**src/rtl/core/npt_ram.sv**
```systemverilog
// generic single-port-write, single-port-read ram with registered read data
`default_nettype none

module npt_ram #(
  parameter int WIDTH = 8,
  parameter int DEPTH = 32,
  localparam int AW = (DEPTH > 1) ? $clog2(DEPTH) : 1
) (
  input  wire logic             clk,
  input  wire logic             wr_en,
  input  wire logic [AW-1:0]    wr_addr,
  input  wire logic [WIDTH-1:0] wr_data,
  input  wire logic             rd_en,
  input  wire logic [AW-1:0]    rd_addr,
  output logic      [WIDTH-1:0] rd_data
);

  logic [WIDTH-1:0] mem [DEPTH];

  always_ff @(posedge clk) begin
    if (wr_en) begin
      mem[wr_addr] <= wr_data;
    end
    if (rd_en) begin
      rd_data <= mem[rd_addr];
    end
  end

endmodule

`default_nettype wire

```
**config.mk**
```make
export PLATFORM = sky130hd
export DESIGN_NAME = npt_ram
export DESIGN_NICKNAME = d
export VERILOG_FILES = /design/src/rtl/core/npt_ram.sv
export SDC_FILE = /design/constraint.sdc
export NUM_CORES = 1
export LEC_CHECK = 0
export ABC_CLOCK_PERIOD_IN_PS = 2500
export BUFFER_PORTS_ARGS = -buffer_cell sky130_fd_sc_hd__buf_2
export CORE_MARGIN = 3
export CORE_UTILIZATION = 45
export DETAILED_ROUTE_END_ITERATION = 8
export GPL_TIMING_DRIVEN = 0
export PLACE_DENSITY = 0.73
export SETUP_SLACK_MARGIN = 0.1
export SLEW_MARGIN = 20
export SYNTH_ARGS = -nofsm -noshare
export SYNTH_HDL_FRONTEND = slang
export SYNTH_SLANG_ARGS = --single-unit
export TNS_END_PERCENT = 30
```
**constraint.sdc**
```tcl
create_clock -name clk -period 2.5 [get_ports clk]
set_clock_uncertainty 0.15 [all_clocks]
set_input_delay 0.5 -clock clk [delete_from_list [all_inputs] [get_ports clk]]
set_output_delay 0.5 -clock clk [all_outputs]
set_load 0.02 [all_outputs]
```
Word-level counts from Yosys, hierarchy flattened:

Memory sizes are Yosys's and may differ from the RTL's. A register that Yosys moved wholly into a read port is not among the register bits.
Index checks and enable logic that the tools add are counted.

* eq/ne operators: 0
* mux-type cells: 2
* bitwise logic cells: 0
* add/subtract/negate cells: 0
* reductions and logical operators: 0
* order comparisons: 0
* shift operators: 0
* div/mod/pow operators: 0
* $mul: 0

Operators by type and width (count)
* 1-bit 2-to-1 mux: 2

* memories kept: 1
* register bits after elaboration: 0
* bits in latches: 0
* logic and storage cells: 3
* RAM bits: 256
* memory bits (read-only): 0

Memory list
* mem: words 32, bits a word 8, rd ports 1, clocked after memory_dff 1, write ports 1, RTL line 18 `logic [WIDTH-1:0] mem [DEPTH];`

Depth between registers and ports, before layout:

Gate-level depths: netlist (run 1).

* depth after elaboration: 2
* depth in mapped cells: 5

Worst setup path before layout (run 1):

OpenSTA, ideal clock, no wires.

* path type: input port to flip-flop
* start point: input port rd_addr[2]
* end point: register rd_data[0] (read register of mem) (data pin)
* setup slack: -0.092 ns
* arrival time: 2.182 ns
* setup time: 0.260 ns
* stages: 5
* data required time: 2.090 ns
* cell sequence: clkbuf_1 clkbuf_1 mux4_2 mux4_2 mux2_2

RTL lines
* from (decl): RTL line 14 `input wire logic [AW-1:0] rd_addr,`
* to (decl): RTL line 15 `output logic [WIDTH-1:0] rd_data`

==> out/metrics.yaml, run 1 <==
status: "completed"
path_cells: "clkbuf_2, buf_2, mux4_2, mux4_2, mux2_2"
clock_sinks: 264
io_pins: 29
critPathKind: "input port to register"
nets: 488
critPathTopFamily: "multiplexers"
gr-total-overflow: 0
synth_edf_count: 264
cp_max_fo: 10
cts_root_buf: "clkbuf_16"
synthTopCellsByArea: "edfxtp_1, mux4_2, nor2_1, mux2_2, buf_4"
min_from: "rd_en"
fmax_mhz: 460
tns_ns: 0
cpMostUsedCell: "mux4_2"
rsz0062_at_grt: "false"
via_per_inst: 5.79
yosys.cell_types.count: 14
vias: 4428
synth_area_mm2: 0.0101
totalWireLength_um: 19500
cp-startpoint: "rd_addr[2]"
core_area_mm2: 0.0220
syn_avg_cell_area_um2: 24.3
first_pass_iters: 5
cp_slowest_cell: "mux4_2"
syn_nets: 438
wl_per_cell_um: 25.5
clk_latency_ns: 0.52
postCtsResizedCells: 0
utilization_pct: 52.0
clockBufferDepth: 3
syn_to_final_growth_pct: 12.7
synth_common_cells: "edfxtp_1, mux4_2, nor2_1"
drtIter0Drc: 461
hp-class: "input port to register"
ir_worst_vdd_v: 0.000540
synth.most_common_cell: "edfxtp_1"
end_kind: "register"
multiInputGateArea_mm2: 0.00210
synth.top_cell.area_share_pct: 78.2
start_kind: "input port"
synth_flop_cell: "edfxtp_1"
fin_crit_ns: 2.18
grt_max_degree: 33
port_buffers: 23
pre_cts_slack_ns: -0.211
die_x_um: 156
worstMarginPinSlew_ns: 0.819
yosysTopAreaCell: "edfxtp_1"
htreeDepth: 1
gr-usage-all-layers_pct: 16.5
initial_core_util_pct: 46.1
total_power_mw: 8.81
ys_seq_area_share_pct: 78.2
yosysWarnings: 0
drtAntennaViolNets: 0
worstPathRequired_ns: 2.61
ctsHoldBuffers: 0
drc: 0
fin_ws_ns: 0.325
synthCells: 417
arrival_ns: 2.29
relSlewSlack_pct: 45.2
fillers: 1616
r2r_start: "mem[26][0]"
die_area_mm2: 0.0244
hpwl_um: 12800
max_cap_viol_count: 0
setup_viol: 0
hold_viol: 0
gp_congestion: 0.828
p_leak_nw: 3.53
ys_ff_latch: 264
grt_pass1_wl_um: 29500
cts.clk_slew.worst_paths_ns: 0.06
cts_tree: "done"
cts_buffers: 25
slew_viol_final: 0
rows: 54
antenna_found_initial: 2
post_cts_buffers: 0
powerDensity_mw_per_mm2: 771
critical_path_buf_inv_count: 2
post-route-period-util_pct: 87.0
drive_above_1_share_pct: 33.9
synthArstFlopShare_pct: 0
cp_slowest_stage_delay_ns: 0.52
die_y_um: 156
seqCellArea_mm2: 0.00793
grt_pass1_vias: 4642
-- placed cells by master, fill, tap and decap left out --
cell,count
nand3_1,2
edfxtp_1,264
nand3b_1,5
inv_6,1
buf_12,7
clkinv_2,6
mux2_2,8
diode_2,1
mux4_2,80
buf_2,26
or3_1,1
or3b_2,3
nor2_1,33
nand2_1,1
clkbuf_4,3
clkbuf_16,25
buf_1,2
buf_4,2
clkinv_1,6
clkbuf_1,6
clkbuf_2,1
clkinvlp_4,2
-- flip-flops by register name, summed over array words and instances (netlist names) --
signal	cells
mem	256
rd_data	8
-- final timing paths --
check	end	slack [ns]	cells past startpoint
setup / recovery	rd_data[0]	0.32	5
hold / removal	rd_data[5]	0.17	1
setup reg to reg	rd_data[0]	0.35	3
hold reg to reg	rd_data[5]	0.88	3
-- area by class of cell --
class | instances | share of cell area (%)
flip-flops and latches | 264 | 69.4
multi-input cells | 133 | 18.4
clock buffers | 29 | 5.61
well taps | 280 | 3.07
plain buffers | 20 | 1.86
repair buffers | 23 | 1.01
clock inverters | 15 | 0.668
diodes | 1 | 0.0219
-- power by group --
group / switching (mW) / internal (mW)
Combinational: 0.274 / 0.215
Sequential: 0.0151 / 4.94
Clock: 1.53 / 1.83
-- routing by layer --
metal / global-route usage [%] / wire [um] / vias to the layer above
li1: - / - / 1884
met1: 23.3 / 8030 / 2316
met2: 25.3 / 9250 / 188
met3: 3.97 / 1570 / 38
met4: 5.97 / 631 / 2
met5: 0 / 10 / -
-- metrics by stage --
stage | instance area, um^2 | instances | hold slack [ns]
6_report | 11400 | 765 | 0.173
5_1_grt | 11400 | 765 | 0.164
4_1_cts | 11400 | 764 | 0.152
3_5_place_dp | 10700 | 720 | 0.700
3_3_place_gp | 10700 | 720 | 0.676
2_1_floorplan | 10200 | 417 | 0.449
-- kinds of logic after synthesis --
| family | Yosys count | synth area share, % |
|---|---|---|
| DFF | 264 | 78.2 |
| and+or+nand+nor | 45 | 2.05 |
| buffers and inverters | 20 | 1.05 |
| muxes | 88 | 18.7 |
No activity file was read; power rests on OpenSTA's default activity.
==> run 2: changes to the inputs <==
Settings changed: CORE_MARGIN 3 to 2, CTS_BUF_LIST set to sky130_fd_sc_hd__clkbuf_4 sky130_fd_sc_hd__clkbuf_8.
==> out/metrics.yaml, run 2 (synthesis gave the netlist of run 1 again) <==
postCtsResizedCells: 0
ir_worst_vdd_v: 0.000333
power_switching_mw: 1.85
power_frac_comb_pct: 5.6
clock_sinks: 264
die_x_um: 154
critPathKind: "input port to register"
start_kind: "input port"
via_per_inst: 5.75
layout_common_cells: "edfxtp_1, mux4_2, clkbuf_8, nor2_1, buf_2"
grt_pass1_vias: 4785
drtAntennaViolNets: 0
worstPathRequired_ns: 2.63
first_pass_iters: 5
initial_core_util_pct: 46.1
path_cells: "clkbuf_2, clkbuf_4, mux4_2, mux4_2, mux2_2"
wl_per_cell_um: 24.7
reg_top3: "mem: 256 flops, rd_data: 8 flops"
fmax_mhz: 463
endpoint: "rd_data[2]"
mostFrequentLayoutCell: "edfxtp_1"
relSlewSlack_pct: 37.2
nets: 503
cpMostUsedCell: "mux4_2"
power_frac_seq_pct: 56.9
status: "completed"
dp.cells: 720
route.met2.wl_um: 9480
met1_length_um: 8290
die_area_mm2: 0.0237
worstMarginPinSlew_ns: 0.938
reg2reg_setup_slack_ns: 0.37
hold_ws_ns: 0.140
clockBufferDepth: 3
fillers: 1637
hpwl_um: 12500
cts_tree: "done"
rr_worst_depth: 3
wl_met3_um: 1370
fin_area_mm2: 0.0114
post_cts_buffers: 0
regMostFlops: "mem"
setup_viol: 0
rr_endpoint: "rd_data[2]"
r2r_start: "mem[31][2]"
cts_buffers: 40
port_buffers: 23
rows: 54
seqCellArea_mm2: 0.00793
grt_pass1_wl_um: 29500
p_leak_nw: 3.56
drtIter0Drc: 431
cp_slowest_stage_delay_ns: 0.51
cts.clk_slew.worst_paths_ns: 0.06
critical_path_buf_inv_count: 2
maxUsedRoutingLayer: "met4"
cp_max_fo: 10
drive_above_1_share_pct: 37.3
fin_crit_ns: 2.16
io_pins: 29
vias: 4525
dpl_cell_area_mm2: 0.0107
htreeDepth: 2
post-route-period-util_pct: 86.3
totalWireLength_um: 19500
cp_slowest_cell: "mux4_2"
hold_viol: 0
switching_share_pct: 21.3
path_depth: 5
slew_viol_final: 0
fin_ws_ns: 0.342
end_kind: "register"
instances_no_fill: 787
antenna_found_initial: 0
hp-class: "input port to register"
core_area_mm2: 0.0220
syn_to_final_growth_pct: 12.8
gp_congestion: 0.788
arrival_ns: 2.29
multiInputGateArea_mm2: 0.00210
clk_latency_ns: 0.54
cts_root_buf: "clkbuf_8"
pre_cts_slack_ns: -0.188
max_cap_viol_count: 0
largest_reg_flops: 256
critPathTopFamily: "multiplexers"
drc: 0
powerDensity_mw_per_mm2: 762
cp-startpoint: "rd_addr[2]"
grt_max_degree: 33
gr-usage-all-layers_pct: 17.1
gr-total-overflow: 0
antenna_cells: 0
intPower_mw: 6.85
p_clk_share_pct: 37.5
rsz0062_at_grt: "false"
ctsHoldBuffers: 0
die_y_um: 154
## run 2: cell count changes in the layout (fill, tap and decap cells not counted), moves of 2 or more
| cell | delta |
|---|---|
| clkbuf_8 | +40 |
| clkbuf_1 | -4 |
| clkinv_2 | -4 |
| clkbuf_16 | -25 |
| clkinv_1 | +2 |
| clkbuf_4 | +13 |
## run 2: through the flow
| step | total power [mW] | util, % | TNS, ns |
|---|---|---|---|
| global placement | 5.52 | 48.8 | -3.34 |
| CTS | 8.76 | 52.1 | 0 |
| global route | 8.98 | 52.1 | 0 |
| floorplan | 5.35 | - | 0 |
| finish | 8.70 | 52.1 | 0 |
| detailed placement | 5.54 | 48.8 | -5.91 |
## run 2: cell type report
cell class / count / share of cell area, %
clock inverter: 14 / 0.668
sequential: 264 / 69.4
multi-input combinational: 133 / 18.4
tap: 280 / 3.07
clock buffer: 53 / 5.67
buffer: 20 / 1.86
timing repair buffer: 23 / 1.01
## run 2: per-layer routing
metal / vias to the layer above / GRT usage, %
li1: 1915 / -
met1: 2408 / 24.3
met2: 180 / 27.1
met3: 22 / 3.92
met4: 0 / 5.03
met5: - / 0
## run 2: power by group through the flow
stage | sequential (mW) | combinational (mW) | clock [mW]
finish | 4.96 | 0.488 | 3.26
global route | 4.96 | 0.521 | 3.51
CTS | 4.96 | 0.493 | 3.31
detailed placement | 5.05 | 0.490 | 0
global placement | 5.04 | 0.477 | 0
floorplan | 5.06 | 0.284 | 0
## run 2: worst min-delay path by stage
stage | slack [ns] | cells after the start | to | startpoint
2_1_floorplan | 0.45 | 0 | mem[0][0] | wr_data[0]
3_3_place_gp | 0.68 | 1 | rd_data[1] | rd_en
3_5_place_dp | 0.69 | 1 | rd_data[1] | rd_en
4_1_cts | 0.13 | 1 | rd_data[0] | rd_en
5_1_grt | 0.13 | 1 | rd_data[0] | rd_en
6_report | 0.14 | 1 | rd_data[0] | rd_en
==> run 3: changes to the inputs <==
Settings changed: ABC_AREA set to 1, RECOVER_POWER set to 100.
==> out/metrics.yaml, run 3 <==
hpwl_um: 17000
fin_crit_ns: 2.11
gp_congestion: 0.927
rr_worst_depth: 8
cts_tree: "done"
powerDensity_mw_per_mm2: 753
seqCellArea_mm2: 0.00793
synthCells: 922
rows: 56
status: "complete, but fails checks"
synth_area_mm2: 0.0109
power_frac_comb_pct: 7.0
grt_pass1_vias: 6739
p_leak_nw: 4.49
violations: "capacitance limit, slew limit"
via_per_inst: 5.32
fmax_mhz: 475
multiInputGateArea_mm2: 0.00249
layout_common_cells: "nand2_1, edfxtp_1, nand3_1, clkbuf_8, nor2_1"
vias: 7130
clockBufferDepth: 3
cts_root_buf: "clkbuf_8"
totalWireLength_um: 26100
min_from: "rd_en"
r2r_start: "mem[4][1]"
grt-busiest-layer: "met2"
grt_pass1_wl_um: 39400
largest_reg_flops: 256
antenna_found_initial: 0
synth_common_cells: "nand2_1, edfxtp_1, nand3_1"
port_buffers: 25
die_x_um: 159
hp-class: "input port to register"
yosys.cell_types.count: 11
clock_sinks: 264
dpl_cell_area_mm2: 0.0114
initial_core_util_pct: 46.0
path_cells: "clkbuf_1, inv_1, clkbuf_1, nand3_1, nand3_1, nand2_1, nand2_1, nand2_1, nand2_1, nand2_1"
first_pass_iters: 5
max_cap_viol_count: 8
tns_ns: 0
drive_above_1_share_pct: 11.0
intPower_mw: 7.06
rr_endpoint: "rd_data[1]"
synth_flop_cell: "edfxtp_1"
slew_viol_final: 264
grtUsageMet1_pct: 29.4
use_met3_pct: 3.83
end_kind: "register"
power_switching_mw: 2.11
ys_seq_area_share_pct: 73.0
yosysTopAreaCell: "edfxtp_1"
syn_nets: 943
syn_to_final_growth_pct: 12.1
cp_slowest_stage_delay_ns: 0.53
drc: 0
post-route-period-util_pct: 84.2
reg2reg_setup_slack_ns: 0.99
cts_buffers: 41
die_y_um: 159
clk_latency_ns: 0.54
postCtsResizedCells: 0
hold_viol: 0
io_pins: 29
regMostFlops: "mem"
synth.top_cell.area_share_pct: 73.0
cpMostUsedCell: "nand2_1"
arrival_ns: 2.23
min_to: "rd_data[0]"
cts.clk_slew.worst_paths_ns: 0.06
core_area_mm2: 0.0236
critPathKind: "input port to register"
drtIter0Drc: 912
drtAntennaViolNets: 0
synth.most_common_cell: "nand2_1"
rsz0062_at_grt: "false"
p_clk_share_pct: 39.0
relSlewSlack_pct: -23.1
setup_viol: 0
worstMarginPinSlew_ns: 1.85
wl_per_cell_um: 19.5
die_area_mm2: 0.0254
utilization_pct: 51.6
ctsHoldBuffers: 0
worstPathRequired_ns: 2.63
antenna_cells: 0
ys_ff_latch: 264
fin_area_mm2: 0.0122
fin_ws_ns: 0.394
synthTopCellsByArea: "edfxtp_1, nand2_1, nand3_1, buf_6, nor2_1"
gr-usage-all-layers_pct: 20.7
pre_cts_slack_ns: 0.0778
start_kind: "input port"
grt_max_degree: 33
grtUsageMet2_pct: 32.3
synthArstFlopShare_pct: 0
hold_depth: 1
fillers: 2020
reg_top3: "mem: 256 flops, rd_data: 8 flops"
yosysWarnings: 0
power_frac_seq_pct: 54.1
post_cts_buffers: 0
cp_slowest_cell: "clkbuf_1"
htreeDepth: 2
ir_worst_vdd_v: 0.000336
syn_avg_cell_area_um2: 11.8
mostFrequentLayoutCell: "nand2_1"
nets: 1011
synth_edf_count: 264
gr-total-overflow: 0
switching_share_pct: 23.0
cp_max_fo: 10
hold_ws_ns: 0.202
==> run 3: changes by cell type in the layout (fill, tap and decap cells not counted), moves of 7 or more <==
cell,previous run,this run
buf_6,0,24
clkbuf_4,16,9
inv_1,0,9
nand2_1,1,360
mux2_2,8,0
clkbuf_1,2,27
buf_12,7,0
mux4_2,80,0
nand3_1,2,204
==> run 3: worst max path at each step <==
| stage | from | to | slack [ns] | cells after the start |
|---|---|---|---|---|
| after floorplan | wr_addr[0] | mem[0][0] | 0.82 | 3 |
| after global placement | rd_addr[1] | rd_data[3] | 0.08 | 10 |
| after detailed placement | rd_addr[1] | rd_data[7] | 0.08 | 10 |
| after CTS | rd_addr[1] | rd_data[3] | 0.62 | 10 |
| after global routing | rd_addr[1] | rd_data[3] | 0.34 | 10 |
| final | rd_addr[1] | rd_data[1] | 0.39 | 10 |
==> run 3: stage by stage <==
step / total power [mW] / instances
finish: 9.17 / 1340
global route: 9.47 / 1340
CTS: 9.20 / 1340
detailed placement: 5.68 / 1266
global placement: 5.66 / 1266
floorplan: 5.42 / 922
==> run 3: critical path: cells and delay by family <==
kind	cells	cell delay (ns)
buffers and inverters	3	0.95
and+or+nand+nor	7	0.77
==> run 3: logic make-up (layout without fill, tap and decap cells) <==
group | Yosys count | in the layout | share of synthesized area (%)
and+or+nand+nor | 596 | 596 | 22.9
buffers and inverters | 62 | 161 | 4.11
DFF | 264 | 264 | 73.0
==> run 3: layout make-up <==
class / instances / share of cell area [%]
clock buffer: 52 / 5.41
inverter: 10 / 0.308
sequential: 264 / 65.1
tap: 319 / 3.28
clock inverter: 22 / 1.26
multi-input combinational: 596 / 20.5
timing repair buffer: 25 / 0.832
buffer: 52 / 3.36
==> run 3: routing by layer <==
metal,vias up,part of all wire (%)
li1,3352,-
met1,3340,41
met2,384,46
met3,54,9.8
met4,0,2.7
met5,-,0
==> run 3: power groups by stage <==
stage               Clock (mW)  Combinational [mW]  Sequential, mW
finish                    3.57               0.637            4.96
global route              3.82               0.695            4.96
CTS                       3.61               0.636            4.95
detailed placement           0               0.633            5.05
global placement             0               0.620            5.04
floorplan                    0               0.355            5.06
